`src/tsd_pkg.sv`:
```
// Shared types, token class codes and character constants for the token scanner.
// Used by tsd_front, tsd_queue, tsd_back and token_scanner_dfa_core. No dependencies.
`default_nettype none

package tsd_pkg;

	// Scanner states; every 3-bit code is a real state.
	typedef enum logic [2:0] {
		ST_START   = 3'd0,
		ST_IDENT   = 3'd1,
		ST_INT     = 3'd2,
		ST_REAL    = 3'd3,
		ST_COLON   = 3'd4,
		ST_LT      = 3'd5,
		ST_GT      = 3'd6,
		ST_COMMENT = 3'd7
	} scan_state_t;

	// Token class codes as they appear on the result port.
	localparam logic [4:0] CLS_END      = 5'd0;
	localparam logic [4:0] CLS_IDENT    = 5'd1;
	localparam logic [4:0] CLS_INT      = 5'd2;
	localparam logic [4:0] CLS_REAL     = 5'd3;
	localparam logic [4:0] CLS_ASSIGN   = 5'd4;
	localparam logic [4:0] CLS_COLON    = 5'd5;
	localparam logic [4:0] CLS_LT       = 5'd6;
	localparam logic [4:0] CLS_LE       = 5'd7;
	localparam logic [4:0] CLS_NE       = 5'd8;
	localparam logic [4:0] CLS_GT       = 5'd9;
	localparam logic [4:0] CLS_GE       = 5'd10;
	localparam logic [4:0] CLS_EQ       = 5'd11;
	localparam logic [4:0] CLS_PLUS     = 5'd12;
	localparam logic [4:0] CLS_MINUS    = 5'd13;
	localparam logic [4:0] CLS_STAR     = 5'd14;
	localparam logic [4:0] CLS_SLASH    = 5'd15;
	localparam logic [4:0] CLS_SEMI     = 5'd16;
	localparam logic [4:0] CLS_COMMA    = 5'd17;
	localparam logic [4:0] CLS_DOT      = 5'd18;
	localparam logic [4:0] CLS_LPAREN   = 5'd19;
	localparam logic [4:0] CLS_RPAREN   = 5'd20;
	localparam logic [4:0] CLS_BAD      = 5'd21;
	localparam logic [4:0] CLS_OPEN_CMT = 5'd22;

	// Characters the scanner looks at.
	localparam logic [7:0] CH_LBRACE = 8'h7B;
	localparam logic [7:0] CH_RBRACE = 8'h7D;
	localparam logic [7:0] CH_COLON  = 8'h3A;
	localparam logic [7:0] CH_LT     = 8'h3C;
	localparam logic [7:0] CH_GT     = 8'h3E;
	localparam logic [7:0] CH_EQ     = 8'h3D;
	localparam logic [7:0] CH_DOT    = 8'h2E;
	localparam logic [7:0] CH_LF     = 8'h0A;
	localparam logic [7:0] CH_TAB    = 8'h09;
	localparam logic [7:0] CH_CR     = 8'h0D;
	localparam logic [7:0] CH_SPACE  = 8'h20;
	localparam logic [7:0] CH_PLUS   = 8'h2B;
	localparam logic [7:0] CH_MINUS  = 8'h2D;
	localparam logic [7:0] CH_STAR   = 8'h2A;
	localparam logic [7:0] CH_SLASH  = 8'h2F;
	localparam logic [7:0] CH_SEMI   = 8'h3B;
	localparam logic [7:0] CH_COMMA  = 8'h2C;
	localparam logic [7:0] CH_LPAREN = 8'h28;
	localparam logic [7:0] CH_RPAREN = 8'h29;

	// Position counter limits.
	localparam logic [19:0] LINE_MAX = 20'hFFFFF;
	localparam logic [15:0] COL_MAX  = 16'hFFFF;

	// Depth of the run queue between the front and the back.
	localparam int QUEUE_DEPTH = 4;
	localparam int QPTR_W      = $clog2(QUEUE_DEPTH);

	// One token as it leaves the block.
	typedef struct packed {
		logic [4:0]  cls;
		logic [19:0] line;
		logic [15:0] col;
		logic [6:0]  len;
		logic [7:0]  lead;
	} token_t;

	// All tokens caused by one input beat: one or two.
	typedef struct packed {
		logic   two;
		token_t tok0;
		token_t tok1;
	} run_t;

	// Queue status seen by the front and the back.
	typedef struct packed {
		logic full;
		logic avail;
	} q_stat_t;

	function automatic logic is_letter(input logic [7:0] b);
		return (b >= 8'h41 && b <= 8'h5A) || (b >= 8'h61 && b <= 8'h7A);
	endfunction

	function automatic logic is_digit(input logic [7:0] b);
		return b >= 8'h30 && b <= 8'h39;
	endfunction

	function automatic logic is_space(input logic [7:0] b);
		return b == CH_SPACE || (b >= CH_TAB && b <= CH_CR);
	endfunction

	// Class of a character that forms a token on its own.
	function automatic logic [4:0] single_class(input logic [7:0] b);
		logic [4:0] c;
		case (b)
			CH_EQ:     c = CLS_EQ;
			CH_PLUS:   c = CLS_PLUS;
			CH_MINUS:  c = CLS_MINUS;
			CH_STAR:   c = CLS_STAR;
			CH_SLASH:  c = CLS_SLASH;
			CH_SEMI:   c = CLS_SEMI;
			CH_COMMA:  c = CLS_COMMA;
			CH_DOT:    c = CLS_DOT;
			CH_LPAREN: c = CLS_LPAREN;
			CH_RPAREN: c = CLS_RPAREN;
			default:   c = CLS_BAD;
		endcase
		return c;
	endfunction

endpackage

`default_nettype wire

```
`src/token_scanner_dfa_core.sv`:
```
// Top level of the byte-serial token scanner: front, run queue and back end.
// Depends on tsd_pkg, tsd_front, tsd_queue and tsd_back.
//
//   channel  | direction | handshake    | beat
//   input    | in        | push / full  | in_byte, end_mark
//   result   | out       | empty / pop  | token_class .. lead_byte, last_of_run
//
// The front takes one byte each cycle while the run queue has room; its scan
// state, position and token counters update in that same cycle. A run of one token
// reaches the result ports through the queue store and the back end's run register;
// a run of two tokens occupies the back end for two result beats. full rises when
// the four-entry run queue is full; while pop is held, the back end drains one token
// per cycle, so sustained input is one byte per cycle except where bytes end two tokens.
// arst_n clears the scan state to start, line and column to 1, and empties the queue.
`default_nettype none

module token_scanner_dfa_core #(
	parameter int MAX_LEXEME = 64
) (
	input  wire         clk,
	input  wire         arst_n,
	input  wire         push,
	output logic        full,
	input  wire  [7:0]  in_byte,
	input  wire         end_mark,
	output logic        empty,
	input  wire         pop,
	output logic [4:0]  token_class,
	output logic [19:0] start_line,
	output logic [15:0] start_column,
	output logic [6:0]  token_length,
	output logic [7:0]  lead_byte,
	output logic        last_of_run
);

	tsd_pkg::run_t    wr_rec, rd_rec;
	tsd_pkg::q_stat_t q_stat;
	tsd_pkg::token_t  tok;
	logic             take, run_push, q_pop;

	assign full = q_stat.full;
	assign take = push && !q_stat.full;

	tsd_front #(
		.MAX_LEXEME(MAX_LEXEME)
	) u_front (
		.clk      (clk),
		.arst_n   (arst_n),
		.take     (take),
		.in_byte  (in_byte),
		.end_mark (end_mark),
		.run_push (run_push),
		.run_rec  (wr_rec)
	);

	tsd_queue u_queue (
		.clk    (clk),
		.arst_n (arst_n),
		.push   (run_push),
		.wr_rec (wr_rec),
		.pop    (q_pop),
		.rd_rec (rd_rec),
		.stat   (q_stat)
	);

	tsd_back u_back (
		.clk     (clk),
		.arst_n  (arst_n),
		.q_avail (q_stat.avail),
		.q_rec   (rd_rec),
		.q_pop   (q_pop),
		.pop     (pop),
		.empty   (empty),
		.tok     (tok),
		.last    (last_of_run)
	);

	// Result fields.
	assign token_class  = tok.cls;
	assign start_line   = tok.line;
	assign start_column = tok.col;
	assign token_length = tok.len;
	assign lead_byte    = tok.lead;

	// The front never pushes into a full queue.
	a_no_push_full: assert property (@(posedge clk) disable iff (!arst_n)
		run_push |-> !q_stat.full)
		else $error("run pushed while queue full");

	// The back end never pops an empty queue.
	a_no_pop_empty: assert property (@(posedge clk) disable iff (!arst_n)
		q_pop |-> q_stat.avail)
		else $error("run popped from empty queue");

	// End and unclosed-comment tokens never lead a two-token run.
	a_end_leads_not: assert property (@(posedge clk) disable iff (!arst_n)
		(run_push && wr_rec.two) |->
		(wr_rec.tok0.cls != tsd_pkg::CLS_END && wr_rec.tok0.cls != tsd_pkg::CLS_OPEN_CMT))
		else $error("end token placed before another token");

	// A token that was shown but not taken stays on the ports.
	a_hold_token: assert property (@(posedge clk) disable iff (!arst_n)
		(!empty && !pop) |=> (!empty && $stable(token_class) && $stable(last_of_run)))
		else $error("waiting token changed");

endmodule

`default_nettype wire

```
`src/tsd_front.sv`:
```
// Scanner front: holds the scan state and position counters, classifies each
// input beat and forms the run of tokens it causes. Depends on tsd_pkg.
`default_nettype none

module tsd_front #(
	parameter int MAX_LEXEME = 64
) (
	input  wire              clk,
	input  wire              arst_n,
	input  wire              take,
	input  wire  [7:0]       in_byte,
	input  wire              end_mark,
	output logic             run_push,
	output tsd_pkg::run_t    run_rec
);

	localparam int LW = $clog2(MAX_LEXEME + 1);
	localparam logic [LW-1:0] LEN_MAX = LW'(MAX_LEXEME);

	tsd_pkg::scan_state_t state_q, state_d;
	logic [19:0]   line_q, line_d, tline_q, tline_d;
	logic [15:0]   col_q, col_d, tcol_q, tcol_d;
	logic [LW-1:0] len_q, len_d, len_inc;
	logic [7:0]    first_q, first_d;

	logic        letter, digit, space, pend_cont, pend_close, pend_emit, start_pass;
	logic        cmt_emit, start_emit;
	logic [19:0] adv_line;
	logic [15:0] adv_col;
	logic [4:0]  pend_cls, start_cls;
	tsd_pkg::token_t pend_tok, cmt_tok, start_tok;

	// Character classes, saturating counters and the decision on a pending token.
	always_comb begin
		letter  = tsd_pkg::is_letter(in_byte);
		digit   = tsd_pkg::is_digit(in_byte);
		space   = tsd_pkg::is_space(in_byte);
		len_inc = (len_q < LEN_MAX) ? len_q + LW'(1) : len_q;
		if (in_byte == tsd_pkg::CH_LF) begin
			adv_line = (line_q < tsd_pkg::LINE_MAX) ? line_q + 20'd1 : line_q;
			adv_col  = 16'd1;
		end else begin
			adv_line = line_q;
			adv_col  = (col_q < tsd_pkg::COL_MAX) ? col_q + 16'd1 : col_q;
		end
		pend_cont  = 1'b0;
		pend_close = 1'b0;
		pend_emit  = 1'b0;
		start_pass = 1'b0;
		cmt_emit   = 1'b0;
		case (state_q)
			tsd_pkg::ST_IDENT: begin
				pend_cont = !end_mark && (letter || digit);
				pend_emit = !pend_cont;
			end
			tsd_pkg::ST_INT: begin
				pend_cont = !end_mark && (digit || in_byte == tsd_pkg::CH_DOT);
				pend_emit = !pend_cont;
			end
			tsd_pkg::ST_REAL: begin
				pend_cont = !end_mark && digit;
				pend_emit = !pend_cont;
			end
			tsd_pkg::ST_COLON, tsd_pkg::ST_GT: begin
				pend_close = !end_mark && in_byte == tsd_pkg::CH_EQ;
				pend_emit  = !pend_close;
			end
			tsd_pkg::ST_LT: begin
				pend_close = !end_mark &&
					(in_byte == tsd_pkg::CH_EQ || in_byte == tsd_pkg::CH_GT);
				pend_emit  = !pend_close;
			end
			tsd_pkg::ST_COMMENT: begin
				cmt_emit = end_mark;
			end
			default: begin
				start_pass = 1'b1;
			end
		endcase
		// A byte that ends a pending token is scanned again from the start.
		if (pend_emit) begin
			start_pass = 1'b1;
		end
		start_emit = start_pass && (end_mark || (!space && !letter && !digit &&
			in_byte != tsd_pkg::CH_LBRACE && in_byte != tsd_pkg::CH_COLON &&
			in_byte != tsd_pkg::CH_LT && in_byte != tsd_pkg::CH_GT));
	end

	// Next state of the scanner and its counters.
	always_comb begin
		state_d = state_q;
		line_d  = line_q;
		col_d   = col_q;
		tline_d = tline_q;
		tcol_d  = tcol_q;
		len_d   = len_q;
		first_d = first_q;
		if (pend_cont || pend_close) begin
			len_d  = len_inc;
			line_d = adv_line;
			col_d  = adv_col;
			if (pend_close) begin
				state_d = tsd_pkg::ST_START;
			end else if (state_q == tsd_pkg::ST_INT && in_byte == tsd_pkg::CH_DOT) begin
				state_d = tsd_pkg::ST_REAL;
			end
		end
		if (state_q == tsd_pkg::ST_COMMENT) begin
			if (end_mark) begin
				state_d = tsd_pkg::ST_START;
			end else begin
				if (in_byte == tsd_pkg::CH_RBRACE) begin
					state_d = tsd_pkg::ST_START;
				end
				line_d = adv_line;
				col_d  = adv_col;
			end
		end
		if (start_pass) begin
			state_d = tsd_pkg::ST_START;
			if (!end_mark) begin
				line_d = adv_line;
				col_d  = adv_col;
				if (!space) begin
					tline_d = line_q;
					tcol_d  = col_q;
					first_d = in_byte;
					len_d   = LW'(1);
					if (letter) begin
						state_d = tsd_pkg::ST_IDENT;
					end else if (digit) begin
						state_d = tsd_pkg::ST_INT;
					end else if (in_byte == tsd_pkg::CH_LBRACE) begin
						state_d = tsd_pkg::ST_COMMENT;
					end else if (in_byte == tsd_pkg::CH_COLON) begin
						state_d = tsd_pkg::ST_COLON;
					end else if (in_byte == tsd_pkg::CH_LT) begin
						state_d = tsd_pkg::ST_LT;
					end else if (in_byte == tsd_pkg::CH_GT) begin
						state_d = tsd_pkg::ST_GT;
					end
				end
			end
		end
	end

	// Tokens formed by this beat and their packing into one run.
	always_comb begin
		case (state_q)
			tsd_pkg::ST_IDENT: pend_cls = tsd_pkg::CLS_IDENT;
			tsd_pkg::ST_INT:   pend_cls = tsd_pkg::CLS_INT;
			tsd_pkg::ST_REAL:  pend_cls = tsd_pkg::CLS_REAL;
			tsd_pkg::ST_COLON: pend_cls = pend_close ? tsd_pkg::CLS_ASSIGN : tsd_pkg::CLS_COLON;
			tsd_pkg::ST_GT:    pend_cls = pend_close ? tsd_pkg::CLS_GE : tsd_pkg::CLS_GT;
			tsd_pkg::ST_LT: begin
				if (!pend_close) begin
					pend_cls = tsd_pkg::CLS_LT;
				end else if (in_byte == tsd_pkg::CH_EQ) begin
					pend_cls = tsd_pkg::CLS_LE;
				end else begin
					pend_cls = tsd_pkg::CLS_NE;
				end
			end
			default: pend_cls = tsd_pkg::CLS_BAD;
		endcase
		start_cls = end_mark ? tsd_pkg::CLS_END : tsd_pkg::single_class(in_byte);

		pend_tok.cls  = pend_cls;
		pend_tok.line = tline_q;
		pend_tok.col  = tcol_q;
		pend_tok.len  = 7'(pend_close ? len_inc : len_q);
		pend_tok.lead = first_q;

		cmt_tok.cls  = tsd_pkg::CLS_OPEN_CMT;
		cmt_tok.line = line_q;
		cmt_tok.col  = col_q;
		cmt_tok.len  = 7'd0;
		cmt_tok.lead = 8'd0;

		start_tok.cls  = start_cls;
		start_tok.line = line_q;
		start_tok.col  = col_q;
		start_tok.len  = end_mark ? 7'd0 : 7'd1;
		start_tok.lead = end_mark ? 8'd0 : in_byte;

		if (pend_close || pend_emit) begin
			run_rec.tok0 = pend_tok;
		end else if (cmt_emit) begin
			run_rec.tok0 = cmt_tok;
		end else begin
			run_rec.tok0 = start_tok;
		end
		run_rec.tok1 = start_tok;
		run_rec.two  = pend_emit && start_emit;
		run_push     = take && (pend_close || pend_emit || cmt_emit || start_emit);
	end

	// Scanner state; moves only on an accepted beat.
	always_ff @(posedge clk or negedge arst_n) begin
		if (!arst_n) begin
			state_q <= tsd_pkg::ST_START;
			line_q  <= 20'd1;
			col_q   <= 16'd1;
			tline_q <= 20'd1;
			tcol_q  <= 16'd1;
			len_q   <= '0;
			first_q <= 8'd0;
		end else if (take) begin
			state_q <= state_d;
			line_q  <= line_d;
			col_q   <= col_d;
			tline_q <= tline_d;
			tcol_q  <= tcol_d;
			len_q   <= len_d;
			first_q <= first_d;
		end
	end

endmodule

`default_nettype wire

```
`src/tsd_queue.sv`:
```
// Short run queue between the scanner front and the token back end.
// Depends on tsd_pkg for the run record and the queue depth.
`default_nettype none

module tsd_queue (
	input  wire                clk,
	input  wire                arst_n,
	input  wire                push,
	input  tsd_pkg::run_t      wr_rec,
	input  wire                pop,
	output tsd_pkg::run_t      rd_rec,
	output tsd_pkg::q_stat_t   stat
);

	tsd_pkg::run_t store_q [tsd_pkg::QUEUE_DEPTH];
	logic [tsd_pkg::QPTR_W-1:0] wptr_q, rptr_q;
	logic [tsd_pkg::QPTR_W:0]   count_q;
	logic                       do_push, do_pop;

	// Status and guarded handshakes.
	always_comb begin
		stat.full  = count_q == (tsd_pkg::QPTR_W + 1)'(tsd_pkg::QUEUE_DEPTH);
		stat.avail = count_q != '0;
		do_push    = push && !stat.full;
		do_pop     = pop && stat.avail;
		rd_rec     = store_q[rptr_q];
	end

	// Pointers and fill count.
	always_ff @(posedge clk or negedge arst_n) begin
		if (!arst_n) begin
			wptr_q  <= '0;
			rptr_q  <= '0;
			count_q <= '0;
		end else begin
			if (do_push) begin
				wptr_q <= wptr_q + tsd_pkg::QPTR_W'(1);
			end
			if (do_pop) begin
				rptr_q <= rptr_q + tsd_pkg::QPTR_W'(1);
			end
			if (do_push && !do_pop) begin
				count_q <= count_q + (tsd_pkg::QPTR_W + 1)'(1);
			end else if (do_pop && !do_push) begin
				count_q <= count_q - (tsd_pkg::QPTR_W + 1)'(1);
			end
		end
	end

	// Entry storage.
	always_ff @(posedge clk) begin
		if (do_push) begin
			store_q[wptr_q] <= wr_rec;
		end
	end

endmodule

`default_nettype wire

```
`src/tsd_back.sv`:
```
// Token back end: takes runs from the queue and hands out one token per beat
// from an output register. Depends on tsd_pkg.
`default_nettype none

module tsd_back (
	input  wire                clk,
	input  wire                arst_n,
	input  wire                q_avail,
	input  tsd_pkg::run_t      q_rec,
	output logic               q_pop,
	input  wire                pop,
	output logic               empty,
	output tsd_pkg::token_t    tok,
	output logic               last
);

	tsd_pkg::run_t rec_q;
	logic          vld_q, idx_q;
	logic          finish, load;

	// A run is done when its last token is taken.
	always_comb begin
		finish = vld_q && pop && (idx_q || !rec_q.two);
		load   = !vld_q || finish;
		q_pop  = load && q_avail;
		empty  = !vld_q;
		tok    = idx_q ? rec_q.tok1 : rec_q.tok0;
		last   = idx_q || !rec_q.two;
	end

	// Output valid and the token index within the run.
	always_ff @(posedge clk or negedge arst_n) begin
		if (!arst_n) begin
			vld_q <= 1'b0;
			idx_q <= 1'b0;
		end else if (load) begin
			vld_q <= q_avail;
			idx_q <= 1'b0;
		end else if (vld_q && pop) begin
			idx_q <= 1'b1;
		end
	end

	// Run register.
	always_ff @(posedge clk) begin
		if (q_pop) begin
			rec_q <= q_rec;
		end
	end

endmodule

`default_nettype wire
```
`config.mk`:
```
export PLATFORM = sky130hd
export DESIGN_NAME = token_scanner_dfa_core
export DESIGN_NICKNAME = d
export VERILOG_FILES = /design/src/tsd_pkg.sv /design/src/token_scanner_dfa_core.sv /design/src/tsd_front.sv /design/src/tsd_queue.sv /design/src/tsd_back.sv
export SDC_FILE = /design/constraint.sdc
export NUM_CORES = 1
export LEC_CHECK = 0
export ABC_AREA = 1
export BUFFER_PORTS_ARGS = -buffer_cell sky130_fd_sc_hd__buf_4
export CELL_PAD_IN_SITES_DETAIL_PLACEMENT = 1
export CELL_PAD_IN_SITES_GLOBAL_PLACEMENT = 1
export CORE_MARGIN = 2
export CORE_UTILIZATION = 45
export CTS_CLUSTER_DIAMETER = 50
export DETAILED_ROUTE_END_ITERATION = 8
export GPL_ROUTABILITY_DRIVEN = 0
export GPL_TIMING_DRIVEN = 0
export PLACE_DENSITY_LB_ADDON = 0.1
export SYNTH_ARGS = -nofsm -noshare
export SYNTH_HDL_FRONTEND = slang
export SYNTH_SLANG_ARGS = --single-unit
```
`constraint.sdc`:
```
create_clock -name clk -period 17.5 [get_ports clk]
set_input_delay 3.5 -clock clk [delete_from_list [all_inputs] [get_ports clk]]
set_output_delay 3.5 -clock clk [all_outputs]
set_load 0.01 [all_outputs]
```
Word level (Yosys, flattened, before mapping):

Memories as Yosys holds them, arrays and structs flattened. A register that Yosys moved wholly into a read port is not among the register bits.
Cells that the tools add are included.

* equal/unequal tests: 29
* mux-type cells: 59
* reduce and logical (&&, ||, !) cells: 59
* add/subtract/negate cells: 7
* magnitude comparators: 11
* bitwise logic cells: 2

Operators with widths (count)
* $mux 56: 3
* $mux 20: 7
* $eq 8x6->1 const B: 14
* $mux 16: 7
* $mux 3: 17
* $pmux 5 s10: 1
* $mux 7: 6
* $pmux 5 s6: 1
* $logic_and 1x1->1: 27
* $ne 8x6->1 const B: 3
* $add 20x1->20 const B: 1
* $lt 20x20->1 const B: 1
* $add 16x1->16 const B: 1
* $eq 8x7->1 const B: 2
* $ge 8x7->1 const B: 2
* $le 8x7->1 const B: 2
* $lt 16x16->1 const B: 1
* $eq 3x3->1 const B: 5
* $logic_not 1->1: 14
* $logic_or 1x1->1: 12
* $mux 5: 2
* $mux 1: 9
* $eq 8x4->1 const B: 1
* $ge 8x4->1 const B: 1
* 23 further kinds: 27

* output and inout bits: 59
* memory bits (writable): 428
* logic and storage cells: 181
* memories: 1
* bits in registers: 106

Memories
* u_queue.store_q: depth 4, bits a word 107, rd ports 1, clocked after memory_dff 1, write ports 1, RTL line tsd_queue.sv:15 `tsd_pkg::run_t store_q [tsd_pkg::QUEUE_DEPTH];`

Depth between registers and ports, before layout:

* word-level depth: 19
* gate-level depth with buffers: 22

By module:

A second synthesis with hierarchy kept.

* cells, all modules: 2541
* area total of the unflattened synthesis: 28626.2 µm²

Modules (own cells, without submodules)
* tsd_queue: sequential area each 13748.2 µm², cells an instance 1379, instances 1, area an instance 18257.5 µm²
* tsd_front: sequential area each 2257.2 µm², cells an instance 855, instances 1, area an instance 6173.4 µm²
* tsd_back: sequential area each 3443.3 µm², cells an instance 305, instances 1, area an instance 4185.3 µm²
* token_scanner_dfa_core: sequential area each 0.0 µm², cells an instance 2, instances 1, area an instance 10.0 µm²

Least setup slack after synthesis:

No wires, ideal clock.

* path kind: input to register
* start point: in in_byte[3]
* end point: mem u_queue.store_q[0][0] in the netlist's numbering, enable pin
* required time: 16926 ps
* slack: 7771 ps
* stages: 14
* setup time: 574 ps
* arrival: 9154 ps
* path through: buf_4 > nand3_2 > nor2_1 > nand2_1 > nor2_2 > nand2_1 > nand2_1 > nand2_1 > buf_2 > nand3_2 > nor2_1 > nand2_1 > nand2_2 > nor2_1

* longest elaborated chain between the ends: 17
* elaborated cells between the ends (all ways): 56
* those cells by class: order compare: 8; eq/ne: 8; mux: 5; reduce/logical: 35

RTL lines
* from (decl): RTL line token_scanner_dfa_core.sv:24 `input wire [7:0] in_byte,`
* parallel branches: the longest is 12 deep, another holds $ge 8x7->1
* $logic_or 1x1->1 *: RTL line tsd_front.sv:195 `run_push = take && (pend_close || pend_emit || cmt_emit || start_emit);`
* $logic_and 1x1->1 *: RTL line tsd_front.sv:195
* $logic_and 1x1->1 *: RTL line tsd_queue.sv:24 `do_push = push && !stat.full;`
* $mux 1 *: RTL line tsd_queue.sv:52 `if (do_push) begin`
* $mux 1 (implied by the code) *: RTL line tsd_queue.sv:53 `store_q[wptr_q] <= wr_rec;`
* to (decl): RTL line tsd_queue.sv:15

Mark *: on every way between the ends.

Final worst setup path:

* start point: reg u_back.idx_q
* end point: out start_line[2]

* longest elaborated chain between the ends: 1

RTL lines
* from (decl): RTL line tsd_back.sv:18 `logic vld_q, idx_q;`
* from (signal assigned): RTL line tsd_back.sv:35 `idx_q <= 1'b0;`
* from (signal assigned): RTL line tsd_back.sv:38 `idx_q <= 1'b0;`
* from (signal assigned): RTL line tsd_back.sv:40 `idx_q <= 1'b1;`
* $mux 56: RTL line tsd_back.sv:27 `tok = idx_q ? rec_q.tok1 : rec_q.tok0;`
* to (decl): RTL line token_scanner_dfa_core.sv:29 `output logic [19:0] start_line,`

Every way passes these cells.

==> tab_implementation.tex <==
\begin{tabular}{lr}
\hline
Metric & Value \\
\hline
\multicolumn{2}{l}{\textbf{Floorplan}} \\
Core box area & 57,920 um\^{}2 \\
Die width & approximately 250 um \\
Die boundary height & about 250 um \\
Overall die area & 60,660 um\^{}2 \\
Standard-cell row count & a little under 90 \\
Effective utilization at floorplan & 0.4562 \\
Top Ports & 72 \\
\multicolumn{2}{l}{\textbf{STA}} \\
Finish-stage setup viols & 0 \\
Portion of the clock cycle consumed by the worst path in the final layout & 0.3794 \\
Sum of negative setup slack & 0 ps \\
Max-slew violation total from the final report & 0 \\
Layout Skew & approximately 26 ps \\
Slew of the pin with the lowest slew margin & 1239 ps \\
Worst slew margin & 0.1737 \\
Unrepaired setup endpoints after global routing & false \\
Max Freq & 150.6 MHz \\
Hold slack & $\sim$480 ps \\
Period minus WS final & 6640 ps \\
Number of hold violations in the final report & 0 \\
\multicolumn{2}{l}{\textbf{Critical path}} \\
R2r endpoint & u\_back.rec\_q[65]\$\_DFFE\_PP\_ \\
Max Fanout on Critical Path & 10 \\
Depth of the most critical reg-to-reg path & 7 \\
Beginning of the critical path & u\_back.idx\_q\$\_DFFE\_PN0P\_ \\
Critical Path Start Type & register \\
Crit Reg-Reg Startpoint & u\_queue.rptr\_q[0]\$\_DFFE\_PN0P\_ \\
Flop-to-flop setup slack & 13,020 ps \\
Worst Path Arrival & 3140 ps \\
Endpoint class of the critical path & output port \\
Crit Path Category & reg2out \\
Data required time of the worst path & 14,000 ps \\
\multicolumn{2}{l}{\textbf{Global routing}} \\
Maximum number of pins on one net before global-route repair & 77 \\
Gr ovfl total & 0 \\
Vias in the first global route & approximately 20,000 \\
Global Route Usage Sum & 0.2907 \\
Number of antenna violations at the first check in global routing & 2 \\
First-pass GRT wire length & 128,900 um \\
\multicolumn{2}{l}{\textbf{Logic synthesis}} \\
Net count of the mapped netlist & 2,374 \\
Post-synth top area share & 0.6081 \\
\#FFs+latches synth & 634 \\
Total standard cell area after synthesis & 26,420 um\^{}2 \\
Instance count of the mapped netlist & 2,350 \\
Sequential element share of the synthesized area & 0.7021 \\
Commonest cells in the synthesized netlist & 536 x nand2\_1, 535 x edfxtp\_1, 313 x o21ai\_0 \\
Distinct cell type count of the synthesized netlist & 50 \\
Async set-or-reset flop fraction in the synthesized netlist & 0.1562 \\
Mean instance size in the synthesized netlist & 11.24 um\^{}2 \\
Number of enable flip-flop cells after synthesis & 535 \\
Most used DFF post-synth & edfxtp\_1 \\
Post-synthesis cell type with the largest combined area & edfxtp\_1 \\
Synth warnings & 0 \\
Cell with the most instances after synthesis & nand2\_1 \\
Cell types with the largest area share after synthesis & edfxtp\_1 61\%, dfrtp\_1 9.0\%, nand2\_1 7.6\%, o21ai\_0 5.9\%, nor2\_1 4.1\% \\
\multicolumn{2}{l}{\textbf{CTS}} \\
Number of hold buffers added after CTS & 0 \\
Clk Latency, worst-skew pair & 620 ps \\
Sinks on the clock net & 634 \\
Total CTS buffers & 76 \\
Number of setup buffers added after CTS & 0 \\
Buffer cell driving the clock tree root & clkbuf\_16 \\
Clock buffer depth & 3 \\
Max H-tree Level & 3 \\
CTS tree & yes \\
Number of resized instances in the post-cts repair step & 0 \\
Clock slew at reported path FFs & 60 ps \\
\multicolumn{2}{l}{\textbf{Detailed routing}} \\
Total vias in the final route & 19,390 \\
DRT antenna net count & 0 \\
Final wirelength & 86,660 um \\
DRC violations left & 0 \\
Number of DRC markers in iteration 0 & 1,794 \\
Number of search-and-repair iterations in the first detailed-routing pass & 8 \\
Routed WL per cell & roughly 26 um \\
Ratio of routed vias to standard cells & 5.792 \\
\multicolumn{2}{l}{\textbf{Finish}} \\
Final nets & around 2,500 \\
Total inserted antenna cells & 0 \\
Multi-input logic area & 6894 um\^{}2 \\
Post-layout instance area & approximately 31,000 um\^{}2 \\
Filler cell count & 6,152 \\
Register area & between 15,000 and 20,000 um\^{}2 \\
Layout Cells excl Fill & 3,348 \\
Layout cell share with drive strength beyond 1 & 0.1103 \\
Synth-to-layout area growth & 17.12\% \\
Final core occ & 0.5342 \\
\multicolumn{2}{l}{\textbf{Job}} \\
Max cap viols & 0 \\
\multicolumn{2}{l}{\textbf{Power and ir drop}} \\
Worst IR drop on VDD & $\sim$0.00014 V \\
Sequential share of power & 0.393 \\
Net Switching & $\sim$2.3 mW \\
Internal power of the cells & 3.674 mW \\
Static Leak & 11.54 nW \\
Power density of the placed cells & 194.2 nW/um\^{}2 \\
Combinational group share of total power & 0.355 \\
Clock share of power & 0.252 \\
Share of total power consumed by net switching & 0.3887 \\
\multicolumn{2}{l}{\textbf{Min path}} \\
Worst Hold Path EP & u\_front.tcol\_q[0]\$\_DFFE\_PN1P\_ \\
Startpoint of the worst hold path & u\_front.tcol\_q[0]\$\_DFFE\_PN1P\_ \\
Hold depth & 2 \\
Path class of the lowest-slack min-delay path & reg2reg \\
\multicolumn{2}{l}{\textbf{Place}} \\
Post-detail-place hpwl & 60,230 um \\
Placed Cells & between 3,000 and 4,000 \\
Total of buffers placed on input and output ports & 69 \\
Dpl cell area & 28,530 um\^{}2 \\
\multicolumn{2}{l}{\textbf{Status}} \\
Result of the run & finished, final reports clean \\
\hline
\end{tabular}
==> critical path, cell delays in order (launching register included) <==
cell and delay, ps:
dfrtp_1 390, clkbuf_1 780, clkbuf_1 850, nand2_1 140, nand2_1 200, buf_4 150
==> worst max-delay path by stage <==
stage	cells after the start	to
after floorplan	14	u_queue.store_q[0][0]$_DFFE_PP_
after global placement	15	u_queue.store_q[0][64]$_DFFE_PP_
after detailed placement	18	u_queue.store_q[0][64]$_DFFE_PP_
after CTS	5	start_line[2]
after global routing	5	start_line[2]
final	5	start_line[2]
==> cells by family after synthesis <==
family,after synthesis,share of synthesized area
flip-flops,634,0.7021
AO/OA/AOI/OAI,483,0.09998
buffers and inverters,242,0.03831
adder cells (fa/ha/maj),11,0.005494
XOR/XNOR,15,0.004973
AND/OR/NAND/NOR,963,0.1484
multiplexers,2,0.0008051
==> per-layer routing <==
metal / vias up / global-route usage / part of all wire
met2: 709 / 0.4716 / 0.48
met4: 0 / 0.09869 / 0.029
li1: 8588 / - / -
met5: - / 0 / 0
met1: 9957 / 0.4062 / 0.43
met3: 136 / 0.03715 / 0.067
==> power groups by stage <==
| stage | Combinational, mW | Sequential (mW) | Clock (mW) |
|---|---|---|---|
| after global routing | 2.30 | 2.39 | 1.59 |
| after detailed placement | 2.13 | 2.39 | 0 |
| final | 2.13 | 2.36 | 1.52 |
| after CTS | 2.14 | 2.36 | 1.53 |
| after floorplan | 1.07 | 2.37 | 0 |
| after global placement | 1.95 | 2.48 | 0 |
==> area by class of cell <==
cell class,instances,area share
repair buffers,93,0.03603
multi-input cells,1474,0.2228
flip-flops and latches,634,0.5995
inverters,119,0.01460
clock buffers,92,0.06478
clock inverters,48,0.01310
well taps,765,0.03094
plain buffers,123,0.01828
==> registers in the layout (all words and copies together), names as in the netlist <==
register,flops
u_front.len_q,7
u_front.line_q,20
u_back.idx_q,1
u_front.tline_q,20
u_back.rec_q,107
u_queue.count_q,3
u_front.tcol_q,16
u_front.first_q,8
u_back.vld_q,1
u_front.col_q,16
u_queue.wptr_q,2
u_queue.rptr_q,2
u_queue.store_q,428
u_front.state_q,3
==> placed cells by master (no fill, tap or decap), types with 5 or more instances in the layout <==
cell type	n
clkbuf_1	105
nor2_1	282
nand2_1	536
nand3_2	5
nand2_2	5
buf_4	73
inv_1	110
nor2_4	8
clkinv_4	5
nor3_1	25
buf_12	9
edfxtp_1	535
inv_2	5
inv_6	7
xor2_1	11
buf_2	13
dfrtp_1	95
a21oi_1	13
clkinv_1	18
nand3_1	64
clkinv_2	9
o21ai_1	21
buf_6	10
nand4_1	22
clkbuf_16	78
o22ai_1	108
o21ai_2	12
buf_16	15
ha_1	10
o21ai_0	312
==> stage by stage <==
step                worst slack, ps  power [mW]
detailed placement            10490       4.513
finish                        10860       6.010
floorplan                      7771       3.444
CTS                           10820       6.028
global route                  10790       6.278
global placement               2704       4.425
No activity file was read; power rests on OpenSTA's default activity.
